`config.mk`:
```
export PLATFORM = sky130hd
export DESIGN_NAME = peak_program_meter_flat
export DESIGN_NICKNAME = d
export VERILOG_FILES = /design/src/sv/ppm_pkg.sv /design/src/sv/ppm_if.sv /design/src/sv/ppm_ram.sv /design/src/sv/ppm_apb_regs.sv /design/src/sv/ppm_core.sv /design/src/sv/peak_program_meter.sv /design/src/flat_wrapper.sv
export SDC_FILE = /design/constraint.sdc
export NUM_CORES = 2
export LEC_CHECK = 0
export ABC_AREA = 1
export CORE_ASPECT_RATIO = 1.75
export CORE_UTILIZATION = 37
export DETAILED_ROUTE_END_ITERATION = 7
export DONT_BUFFER_PORTS = 1
export PLACE_DENSITY = 0.6
export SLEW_MARGIN = 20
export SYNTH_ARGS = -nofsm -noshare
export SYNTH_HDL_FRONTEND = slang
export SYNTH_SLANG_ARGS = --single-unit
export TNS_END_PERCENT = 10
```
`constraint.sdc`:
```
create_clock -name clk -period 15.93 [get_ports clk]
set_input_delay 1.593 -clock clk [delete_from_list [all_inputs] [get_ports clk]]
set_output_delay 1.593 -clock clk [all_outputs]
set_load 0.01 [all_outputs]
```
`src/sv/ppm_pkg.sv`:
```
// Shared constants, types and helper functions of the peak program meter.
package ppm_pkg;

	// Sizes
	localparam int CHANNELS    = 8;
	localparam int SAMPLE_BITS = 24;
	localparam int FRAC_BITS   = 16;
	localparam int COEF_BITS   = 24;
	localparam int CH_W        = 3;
	localparam int OUT_W       = 23;
	localparam int MAG_W       = SAMPLE_BITS - 1;
	localparam int ENV_W       = SAMPLE_BITS + FRAC_BITS;
	localparam int ENVH_W      = (ENV_W > COEF_BITS) ? (ENV_W - COEF_BITS) : 1;
	localparam int D_W         = COEF_BITS + ENVH_W;
	localparam int PHI_W       = COEF_BITS + ENVH_W;
	localparam int PLO_W       = 2 * COEF_BITS;
	localparam int CH_AW       = (CHANNELS > 1) ? $clog2(CHANNELS) : 1;
	localparam int ENTRY_W     = ENV_W + 2 * MAG_W;

	// Configuration port
	localparam int ADDR_W        = 3;
	localparam int DATA_W        = 32;
	localparam int ATTACK_RESET  = 83488;
	localparam int RELEASE_RESET = 558;

	typedef enum logic [0:0] {
		REG_ATTACK  = 1'b0,
		REG_RELEASE = 1'b1
	} reg_idx_t;

	typedef struct packed {
		logic [COEF_BITS-1:0] attack;
		logic [COEF_BITS-1:0] release_c;
	} coef_cfg_t;

	// One channel's state as kept in memory
	typedef struct packed {
		logic [ENV_W-1:0] env;
		logic [MAG_W-1:0] bmax;
		logic [MAG_W-1:0] held;
	} entry_t;

	// Magnitude of a two's complement sample, saturated at the largest positive value
	function automatic logic [MAG_W-1:0] magnitude(input logic [SAMPLE_BITS-1:0] v);
		logic [SAMPLE_BITS-1:0] m;
		m = v[SAMPLE_BITS-1] ? (~v + 1'b1) : v;
		if (m[SAMPLE_BITS-1])
			return '1;
		return m[MAG_W-1:0];
	endfunction

endpackage

```
`src/sv/ppm_if.sv`:
```
// Stream interfaces for sample items and meter result items.
interface ppm_in_if;
	import ppm_pkg::*;

	logic                   valid;
	logic                   ready;
	logic [CH_W-1:0]        channel;
	logic [SAMPLE_BITS-1:0] sample;
	logic                   block_end;

	modport source (output valid, output channel, output sample, output block_end,
		input ready);
	modport sink (input valid, input channel, input sample, input block_end,
		output ready);
endinterface

interface ppm_out_if;
	import ppm_pkg::*;

	logic             valid;
	logic             ready;
	logic [CH_W-1:0]  out_channel;
	logic [OUT_W-1:0] envelope;
	logic [OUT_W-1:0] block_peak;
	logic [OUT_W-1:0] held_peak;
	logic             peak_ready;

	modport source (output valid, output out_channel, output envelope, output block_peak,
		output held_peak, output peak_ready, input ready);
	modport sink (input valid, input out_channel, input envelope, input block_peak,
		input held_peak, input peak_ready, output ready);
endinterface

```
`src/sv/ppm_ram.sv`:
```
// Generic single-write, single-read RAM with registered read data.
module ppm_ram #(
	parameter int WIDTH = 8,
	parameter int DEPTH = 8
) (
	input  logic                                    clk,
	input  logic                                    we,
	input  logic [((DEPTH > 1) ? $clog2(DEPTH) : 1)-1:0] waddr,
	input  logic [WIDTH-1:0]                        wdata,
	input  logic                                    re,
	input  logic [((DEPTH > 1) ? $clog2(DEPTH) : 1)-1:0] raddr,
	output logic [WIDTH-1:0]                        rdata
);
	logic [WIDTH-1:0] mem_q [DEPTH];

	// Write port
	always_ff @(posedge clk) begin
		if (we)
			mem_q[waddr] <= wdata;
	end

	// Registered read port, holds when not enabled
	always_ff @(posedge clk) begin
		if (re)
			rdata <= mem_q[raddr];
	end
endmodule

```
`src/sv/ppm_apb_regs.sv`:
```
// APB-style configuration registers holding the attack and release coefficients.
module ppm_apb_regs (
	input  logic                         clk,
	input  logic                         arst_n,
	input  logic                         psel,
	input  logic                         penable,
	input  logic                         pwrite,
	input  logic [ppm_pkg::ADDR_W-1:0]   paddr,
	input  logic [ppm_pkg::DATA_W-1:0]   pwdata,
	output logic [ppm_pkg::DATA_W-1:0]   prdata,
	output logic                         pready,
	output ppm_pkg::coef_cfg_t           cfg
);
	import ppm_pkg::*;

	coef_cfg_t cfg_q;
	reg_idx_t  idx;
	logic      wr_en;

	assign idx    = reg_idx_t'(paddr[2]);
	assign wr_en  = psel && penable && pwrite;
	assign pready = 1'b1;
	assign cfg    = cfg_q;

	// Write the addressed coefficient
	always_ff @(posedge clk or negedge arst_n) begin
		if (!arst_n) begin
			cfg_q.attack    <= COEF_BITS'(ATTACK_RESET);
			cfg_q.release_c <= COEF_BITS'(RELEASE_RESET);
		end else if (wr_en) begin
			case (idx)
				REG_ATTACK:  cfg_q.attack    <= pwdata[COEF_BITS-1:0];
				REG_RELEASE: cfg_q.release_c <= pwdata[COEF_BITS-1:0];
				default: ;
			endcase
		end
	end

	// Read back the addressed coefficient
	always_comb begin
		case (idx)
			REG_ATTACK:  prdata = DATA_W'(cfg_q.attack);
			REG_RELEASE: prdata = DATA_W'(cfg_q.release_c);
			default:     prdata = '0;
		endcase
	end
endmodule

```
`src/sv/ppm_core.sv`:
```
// Envelope pipeline: channel state read, coefficient multiply, update and write back.
module ppm_core (
	input  logic               clk,
	input  logic               arst_n,
	input  ppm_pkg::coef_cfg_t cfg,
	ppm_in_if.sink             samples,
	ppm_out_if.source          results
);
	import ppm_pkg::*;

	// Handshake and hazard control
	logic accept, out_free, en1, en2, hazard, load_out;
	logic in_range_in;

	// Stage 1
	logic             valid_s1, inr_s1, end_s1, byp_s1, vld_s1;
	logic [CH_W-1:0]  ch_s1;
	logic [MAG_W-1:0] mag_s1;
	entry_t           bypd_s1;

	// Stage 2
	logic             valid_s2, inr_s2, end_s2, rel_s2;
	logic [CH_W-1:0]  ch_s2;
	entry_t           ent_s2;
	logic [PHI_W-1:0] phi_s2;
	logic [PLO_W-1:0] plo_s2;

	// Output register
	logic             out_v_q, out_pr_q;
	logic [CH_W-1:0]  out_ch_q;
	logic [OUT_W-1:0] out_env_q, out_bpk_q, out_held_q;

	// Memory and entry valid bits
	logic [CHANNELS-1:0] valid_q;
	logic [ENTRY_W-1:0]  rdata;
	logic                we;
	entry_t              wr_ent;

	// Stage 1 datapath
	entry_t               ent1;
	logic [ENV_W-1:0]     big1, d1;
	logic [D_W-1:0]       d1_ext;
	logic [COEF_BITS-1:0] c1;
	logic                 rel1;

	// Stage 2 datapath
	logic [PHI_W-1:0] q2;
	logic             frac_nz2;
	logic [ENV_W-1:0] env2;
	logic [MAG_W-1:0] ipart2, bmax2, held2;

	assign in_range_in = 32'(samples.channel) < CHANNELS;

	// Advance a stage when the next one is empty or moves on
	assign out_free = !out_v_q || results.ready;
	assign en2      = !valid_s2 || out_free;
	assign en1      = !valid_s1 || en2;
	// Hold an item whose channel still has an update in stage 1, or a stalled one in stage 2
	assign hazard   = (valid_s1 && ch_s1 == samples.channel) ||
		(valid_s2 && !en2 && ch_s2 == samples.channel);
	assign samples.ready = en1 && !hazard;
	assign accept   = samples.valid && samples.ready;
	assign load_out = valid_s2 && out_free;

	ppm_ram #(
		.WIDTH(ENTRY_W),
		.DEPTH(CHANNELS)
	) u_state_ram (
		.clk   (clk),
		.we    (we),
		.waddr (CH_AW'(ch_s2)),
		.wdata (wr_ent),
		.re    (accept),
		.raddr (CH_AW'(samples.channel)),
		.rdata (rdata)
	);

	// Stage 1: pick the current entry, choose attack or release, multiply
	always_comb begin
		if (byp_s1)
			ent1 = bypd_s1;
		else if (vld_s1)
			ent1 = entry_t'(rdata);
		else
			ent1 = '0;
		big1   = ENV_W'({mag_s1, {FRAC_BITS{1'b0}}});
		rel1   = ent1.env > big1;
		c1     = rel1 ? cfg.release_c : cfg.attack;
		d1     = rel1 ? ent1.env : (big1 - ent1.env);
		d1_ext = D_W'(d1);
	end

	// Stage 2: combine partial products, update envelope and peaks
	always_comb begin
		q2       = phi_s2 + PHI_W'(plo_s2[PLO_W-1:COEF_BITS]);
		frac_nz2 = |plo_s2[COEF_BITS-1:0];
		if (rel_s2)
			env2 = ent_s2.env - ENV_W'(q2) - ENV_W'(frac_nz2);
		else
			env2 = ent_s2.env + ENV_W'(q2);
		// The envelope never exceeds the largest magnitude, so its top bit stays clear
		ipart2 = env2[FRAC_BITS+MAG_W-1:FRAC_BITS];
		bmax2  = (ipart2 > ent_s2.bmax) ? ipart2 : ent_s2.bmax;
		held2  = end_s2 ? bmax2 : ent_s2.held;
		wr_ent.env  = env2;
		wr_ent.bmax = end_s2 ? '0 : bmax2;
		wr_ent.held = held2;
	end

	assign we = valid_s2 && inr_s2 && en2;

	// Control registers
	always_ff @(posedge clk or negedge arst_n) begin
		if (!arst_n) begin
			valid_s1 <= 1'b0;
			valid_s2 <= 1'b0;
			out_v_q  <= 1'b0;
			valid_q  <= '0;
		end else begin
			if (en1)
				valid_s1 <= accept;
			if (en2)
				valid_s2 <= valid_s1;
			if (load_out)
				out_v_q <= 1'b1;
			else if (results.ready)
				out_v_q <= 1'b0;
			if (we)
				valid_q[CH_AW'(ch_s2)] <= 1'b1;
		end
	end

	// Stage 1 payload, with forwarding of the entry written at the same edge
	always_ff @(posedge clk) begin
		if (accept) begin
			ch_s1   <= samples.channel;
			inr_s1  <= in_range_in;
			end_s1  <= samples.block_end;
			mag_s1  <= magnitude(samples.sample);
			byp_s1  <= we && ch_s2 == samples.channel;
			bypd_s1 <= wr_ent;
			vld_s1  <= valid_q[CH_AW'(samples.channel)];
		end
	end

	// Stage 2 payload
	always_ff @(posedge clk) begin
		if (en2 && valid_s1) begin
			ch_s2  <= ch_s1;
			inr_s2 <= inr_s1;
			end_s2 <= end_s1;
			rel_s2 <= rel1;
			ent_s2 <= ent1;
			phi_s2 <= c1 * d1_ext[D_W-1:COEF_BITS];
			plo_s2 <= c1 * d1_ext[COEF_BITS-1:0];
		end
	end

	// Output payload; out-of-range channels report zeros
	always_ff @(posedge clk) begin
		if (load_out) begin
			out_ch_q <= ch_s2;
			if (inr_s2) begin
				out_env_q  <= OUT_W'(ipart2);
				out_bpk_q  <= OUT_W'(bmax2);
				out_held_q <= OUT_W'(held2);
				out_pr_q   <= end_s2;
			end else begin
				out_env_q  <= '0;
				out_bpk_q  <= '0;
				out_held_q <= '0;
				out_pr_q   <= 1'b0;
			end
		end
	end

	assign results.valid       = out_v_q;
	assign results.out_channel = out_ch_q;
	assign results.envelope    = out_env_q;
	assign results.block_peak  = out_bpk_q;
	assign results.held_peak   = out_held_q;
	assign results.peak_ready  = out_pr_q;
endmodule

```
`src/sv/peak_program_meter.sv`:
```
// Top level of the per-channel peak program meter.
//
//  port      dir  handshake        carries
//  samples   in   valid/ready      channel, sample, block_end
//  results   out  valid/ready      out_channel, envelope, block_peak, held_peak, peak_ready
//  apb       in   psel/penable     attack_coeff at 0x0, release_coeff at 0x4
//
// An item is accepted every cycle when consecutive items use different channels and
// the output is not stalled; two items of the same channel are kept apart by the
// read-modify-write loop through the state memory (write data forwarded into the
// following read). An accepted item passes stage 1, stage 2 and the output register
// to result valid; a result stalled at the output lets up to two more items enter.
// Reset clears per-channel valid bits, so every channel reads as zero at once with no clearing pass.
module peak_program_meter (
	input  logic                       clk,
	input  logic                       arst_n,
	input  logic                       psel,
	input  logic                       penable,
	input  logic                       pwrite,
	input  logic [ppm_pkg::ADDR_W-1:0] paddr,
	input  logic [ppm_pkg::DATA_W-1:0] pwdata,
	output logic [ppm_pkg::DATA_W-1:0] prdata,
	output logic                       pready,
	ppm_in_if.sink                     samples,
	ppm_out_if.source                  results
);
	import ppm_pkg::*;

	coef_cfg_t cfg;

	ppm_apb_regs u_regs (
		.clk     (clk),
		.arst_n  (arst_n),
		.psel    (psel),
		.penable (penable),
		.pwrite  (pwrite),
		.paddr   (paddr),
		.pwdata  (pwdata),
		.prdata  (prdata),
		.pready  (pready),
		.cfg     (cfg)
	);

	ppm_core u_core (
		.clk     (clk),
		.arst_n  (arst_n),
		.cfg     (cfg),
		.samples (samples),
		.results (results)
	);
endmodule
```
`src/flat_wrapper.sv`:
```
// flat-port wrapper written by rule: the top's interface ports become plain ports
module peak_program_meter_flat import ppm_pkg::*;
  (clk, arst_n, psel, penable, pwrite, paddr, pwdata, prdata, pready, samples_valid, samples_channel, samples_sample, samples_block_end, samples_ready, results_valid, results_out_channel, results_envelope, results_block_peak, results_held_peak, results_peak_ready, results_ready);
  ppm_in_if samples_i ();
  ppm_out_if results_i ();
  input  logic clk;
  input  logic arst_n;
  input  logic psel;
  input  logic penable;
  input  logic pwrite;
  input  logic [ppm_pkg::ADDR_W-1:0] paddr;
  input  logic [ppm_pkg::DATA_W-1:0] pwdata;
  output logic [ppm_pkg::DATA_W-1:0] prdata;
  output logic pready;
  input wire logic [$bits(samples_i.valid)-1:0] samples_valid;
  input wire logic [$bits(samples_i.channel)-1:0] samples_channel;
  input wire logic [$bits(samples_i.sample)-1:0] samples_sample;
  input wire logic [$bits(samples_i.block_end)-1:0] samples_block_end;
  output wire logic [$bits(samples_i.ready)-1:0] samples_ready;
  output wire logic [$bits(results_i.valid)-1:0] results_valid;
  output wire logic [$bits(results_i.out_channel)-1:0] results_out_channel;
  output wire logic [$bits(results_i.envelope)-1:0] results_envelope;
  output wire logic [$bits(results_i.block_peak)-1:0] results_block_peak;
  output wire logic [$bits(results_i.held_peak)-1:0] results_held_peak;
  output wire logic [$bits(results_i.peak_ready)-1:0] results_peak_ready;
  input wire logic [$bits(results_i.ready)-1:0] results_ready;
  assign samples_i.valid = samples_valid;
  assign samples_i.channel = samples_channel;
  assign samples_i.sample = samples_sample;
  assign samples_i.block_end = samples_block_end;
  assign samples_ready = samples_i.ready;
  assign results_valid = results_i.valid;
  assign results_out_channel = results_i.out_channel;
  assign results_envelope = results_i.envelope;
  assign results_block_peak = results_i.block_peak;
  assign results_held_peak = results_i.held_peak;
  assign results_peak_ready = results_i.peak_ready;
  assign results_i.ready = results_ready;
  peak_program_meter u_core (.clk(clk), .arst_n(arst_n), .psel(psel), .penable(penable), .pwrite(pwrite), .paddr(paddr), .pwdata(pwdata), .prdata(prdata), .pready(pready), .samples(samples_i), .results(results_i));
endmodule
```
==> impl_metrics.env <==
export IMPL_outcome="complete, no violations"
export IMPL_dr_pass1_iters=6
export IMPL_die_x_um=373.0
export IMPL_drc=0
export IMPL_gp_congestion=1.007
export IMPL_ant_nets=0
export IMPL_area_growth_pct=7.786
export IMPL_fmax_ghz=0.08497
export IMPL_first_global_vias=70862
export IMPL_crit_type="flip-flop to flip-flop"
export IMPL_grt_max_degree=352
export IMPL_numCtsBuffers=108
export IMPL_grt_ovfl_total=0
export IMPL_hpwlAfterDp_um=225600
export IMPL_insertion_delay_ps=760
export IMPL_first_iter_violations=4972
export IMPL_viasPerCell=5.346
export IMPL_crit_path_end_kind="flip-flop"
export IMPL_cp_arrival_ps=12340
export IMPL_grt_first_pass_wirelength_um=445600
export IMPL_cts_resized=0
export IMPL_hold_viol_final=0
export IMPL_num_rows=238
export IMPL_timing_critical_path_from_type="flip-flop"
export IMPL_root_buffer="clkbuf_16"
export IMPL_wl_per_cell_um=24.12
export IMPL_crit_path_start="u_core.u_core.vld_s1$_DFFE_PP_"
export IMPL_fin_crit_sh_pct=73.88
export IMPL_vias=67946
export IMPL_synthArstFlopShare_pct=4.917
export IMPL_reg2reg_depth=37
export IMPL_ctsHoldBuffers=0
export IMPL_worst_pin_slew_ps=1211
export IMPL_slew_headroom_pct=19.06
export IMPL_finalSetupTns_ps=0
export IMPL_ys_seq_elements=1200
export IMPL_cp_max_fo=41
export IMPL_cp_data_required_time_ps=16510
export IMPL_routed_wl_um=306600
export IMPL_die_area_um2=243000
export IMPL_postCtsSetupRepairBufs=0
export IMPL_ys_types=56
export IMPL_synth_avg_cell_area_um2=9.258
export IMPL_htreeDepth=3
export IMPL_syn_cell_area_um2=89140
export IMPL_io_pins=178
export IMPL_synth_ff_type="edfxtp_1"
export IMPL_start_util_pct=37.19
export IMPL_worstReg2RegEnd="u_core.u_core.plo_s2[47]$_DFFE_PP_"
export IMPL_cts_clk_slew_worst_paths_ps=70
export IMPL_numClockSinks=1200
export IMPL_fp_coreArea_um2=239700
export IMPL_setup_violations=0
export IMPL_fin_nets=10821
export IMPL_numPortBuffers=0
export IMPL_slew_violations=0
export IMPL_syn_instance_count=9629
export IMPL_antenna_found_initial=13
export IMPL_grt_total_usage_pct=24.86
export IMPL_reg2reg_from="u_core.u_core.vld_s1$_DFFE_PP_"
export IMPL_synth_edf_count=1141
export IMPL_hold_slack_ps=443.5
export IMPL_cp_slowest_cell="fa_1"
export IMPL_min_period_ps=11770
export IMPL_crit_end="u_core.u_core.plo_s2[47]$_DFFE_PP_"
export IMPL_yosys_warnings=0
export IMPL_crit_top_cell="nand2_1"
export IMPL_rsz0062_at_grt="false"
export IMPL_finClkSkew_ps=43.29
export IMPL_r2r_setup_slack_ps=4160
export IMPL_drive_gt1_share_pct=4.676
export IMPL_yosysSeqAreaShare_pct=40.11
export IMPL_die_h_um=651.3
export IMPL_tritoncts="built"
export IMPL_maxCapViolations=0
export IMPL_cp_slowest_stage_delay_ps=810
export IMPL_clockBufferDepth=3
export IMPL_hp_class="flip-flop to flip-flop"
-- how the worst min path moves through the flow --
stage / startpoint / end / cells after the start
finish: u_core.u_core.end_s1$_DFFE_PP_ / u_core.u_core.end_s2$_DFFE_PP_ / 0
global route: u_core.u_core.end_s1$_DFFE_PP_ / u_core.u_core.end_s2$_DFFE_PP_ / 0
CTS: u_core.u_core.end_s1$_DFFE_PP_ / u_core.u_core.end_s2$_DFFE_PP_ / 0
detailed placement: u_core.u_core.end_s1$_DFFE_PP_ / u_core.u_core.end_s2$_DFFE_PP_ / 0
global placement: u_core.u_core.end_s1$_DFFE_PP_ / u_core.u_core.end_s2$_DFFE_PP_ / 0
floorplan: u_core.u_core.end_s1$_DFFE_PP_ / u_core.u_core.end_s2$_DFFE_PP_ / 0
-- registers in the layout, summed over array words and instances (netlist names), 3 cells and up --
register / flops
u_core.u_core.results.envelope: 23
u_core.u_core.phi_s2: 40
u_core.u_core.results.block_peak: 23
u_core.u_core.results.held_peak: 23
u_core.u_core.ch_s1: 3
u_core.u_core.ent_s2: 86
u_core.u_core.results.out_channel: 3
u_core.u_core.bypd_s1: 86
u_core.u_regs.cfg: 48
u_core.u_core.plo_s2: 48
u_core.u_core.valid_q: 8
u_core.u_core.u_state_ram.rdata: 86
u_core.u_core.mag_s1: 23
u_core.u_core.ch_s2: 3
u_core.u_core.u_state_ram.mem_q: 688
-- area by class of cell --
cell class              instances  area, um2
fillers                     23421     143600
multi-input cells            6422      45570
flip-flops and latches       1200      35750
inverters                    1644       6197
well taps                    3120       3904
clock buffers                 128       2809
clock inverters                74      940.9
repair buffers                112      890.9
diodes                          9      22.52
-- cell usage in the layout, fill, tap and decap left out, drive strengths merged, types with 10 or more instances in the layout --
cell type / n
xor2: 110
ha: 471
nor3: 45
nand3: 387
dfrtp: 49
a22oi: 21
o22ai: 88
nand4: 39
buf: 112
o21bai: 37
o21a: 11
a21o: 18
edfxtp: 1141
a22o: 46
nor4: 25
o21ai: 631
or2: 16
clkbuf: 128
a31oi: 122
nor2: 1409
inv: 1647
nand2: 1777
xnor2: 48
fa: 792
clkinv: 45
a21boi: 11
a21oi: 265
dfstp: 10
bufinv: 16
clkinvlp: 10
-- per-stage QoR --
stage	util (%)	area [um2]	setup WS (ps)	std cells
6_report	40.08	96080	4161	12709
5_1_grt	40.07	96060	3724	12702
4_1_cts	40.07	96050	4259	12700
3_5_place_dp	38.51	92300	4314	12498
3_3_place_gp	38.51	92300	4377	12498
2_1_floorplan	-	89170	4735	9636
-- cells in the mapped netlist (all sizes together) (37+ instances only) --
master | count | share of area, %
a21oi | 265 | 1.5
nand4 | 39 | 0.28
buf | 200 | 1.4
o21bai | 37 | 0.31
inv | 1641 | 6.9
fa | 792 | 18
a31oi | 122 | 0.86
nor3 | 45 | 0.25
clkbuf | 170 | 0.72
dfrtp | 49 | 1.4
o21ai | 631 | 3.7
xor2 | 110 | 1.1
nand3 | 387 | 2.2
o22ai | 88 | 0.62
ha | 471 | 6.6
nor2 | 1409 | 6.0
edfxtp | 1141 | 38
a22o | 46 | 0.45
nand2 | 1777 | 7.6
xnor2 | 48 | 0.47
-- worst max-delay path, delay by kind of cell, from the launching register on --
family	cells	cell delay, ps
compound gates	3	920
simple gates	18	3830
xor+xnor	1	200
buf+inv	6	1410
fa+ha+maj	9	4630
flops	1	500
-- layer usage --
layer | wire length [um] | share of wire, % | global-route usage, % | vias to the layer above
li1 | - | - | - | 30542
met1 | 98990 | 32 | 24.27 | 33770
met2 | 159600 | 52 | 45.95 | 2598
met3 | 18100 | 5.9 | 3.954 | 1028
met4 | 29780 | 9.7 | 20.34 | 8
met5 | 57 | 0.019 | 0 | -
-- cells by family (layout without fill, tap and decap cells) --
kind of cell,Yosys count,after routing,synth area share (%)
XOR/XNOR,158,158,1.552
AND/OR/NAND/NOR,3726,3726,16.83
AO/OA/AOI/OAI,1266,1266,8.107
adder cells (fa/ha/maj),1263,1263,24.40
other,2,18,0.008425
flip-flops,1200,1200,40.11
buffers and inverters,2014,1958,9.000
Power is not shown: default switching activity piles up to over one toggle a cycle in this logic, so the estimate is an artifact.
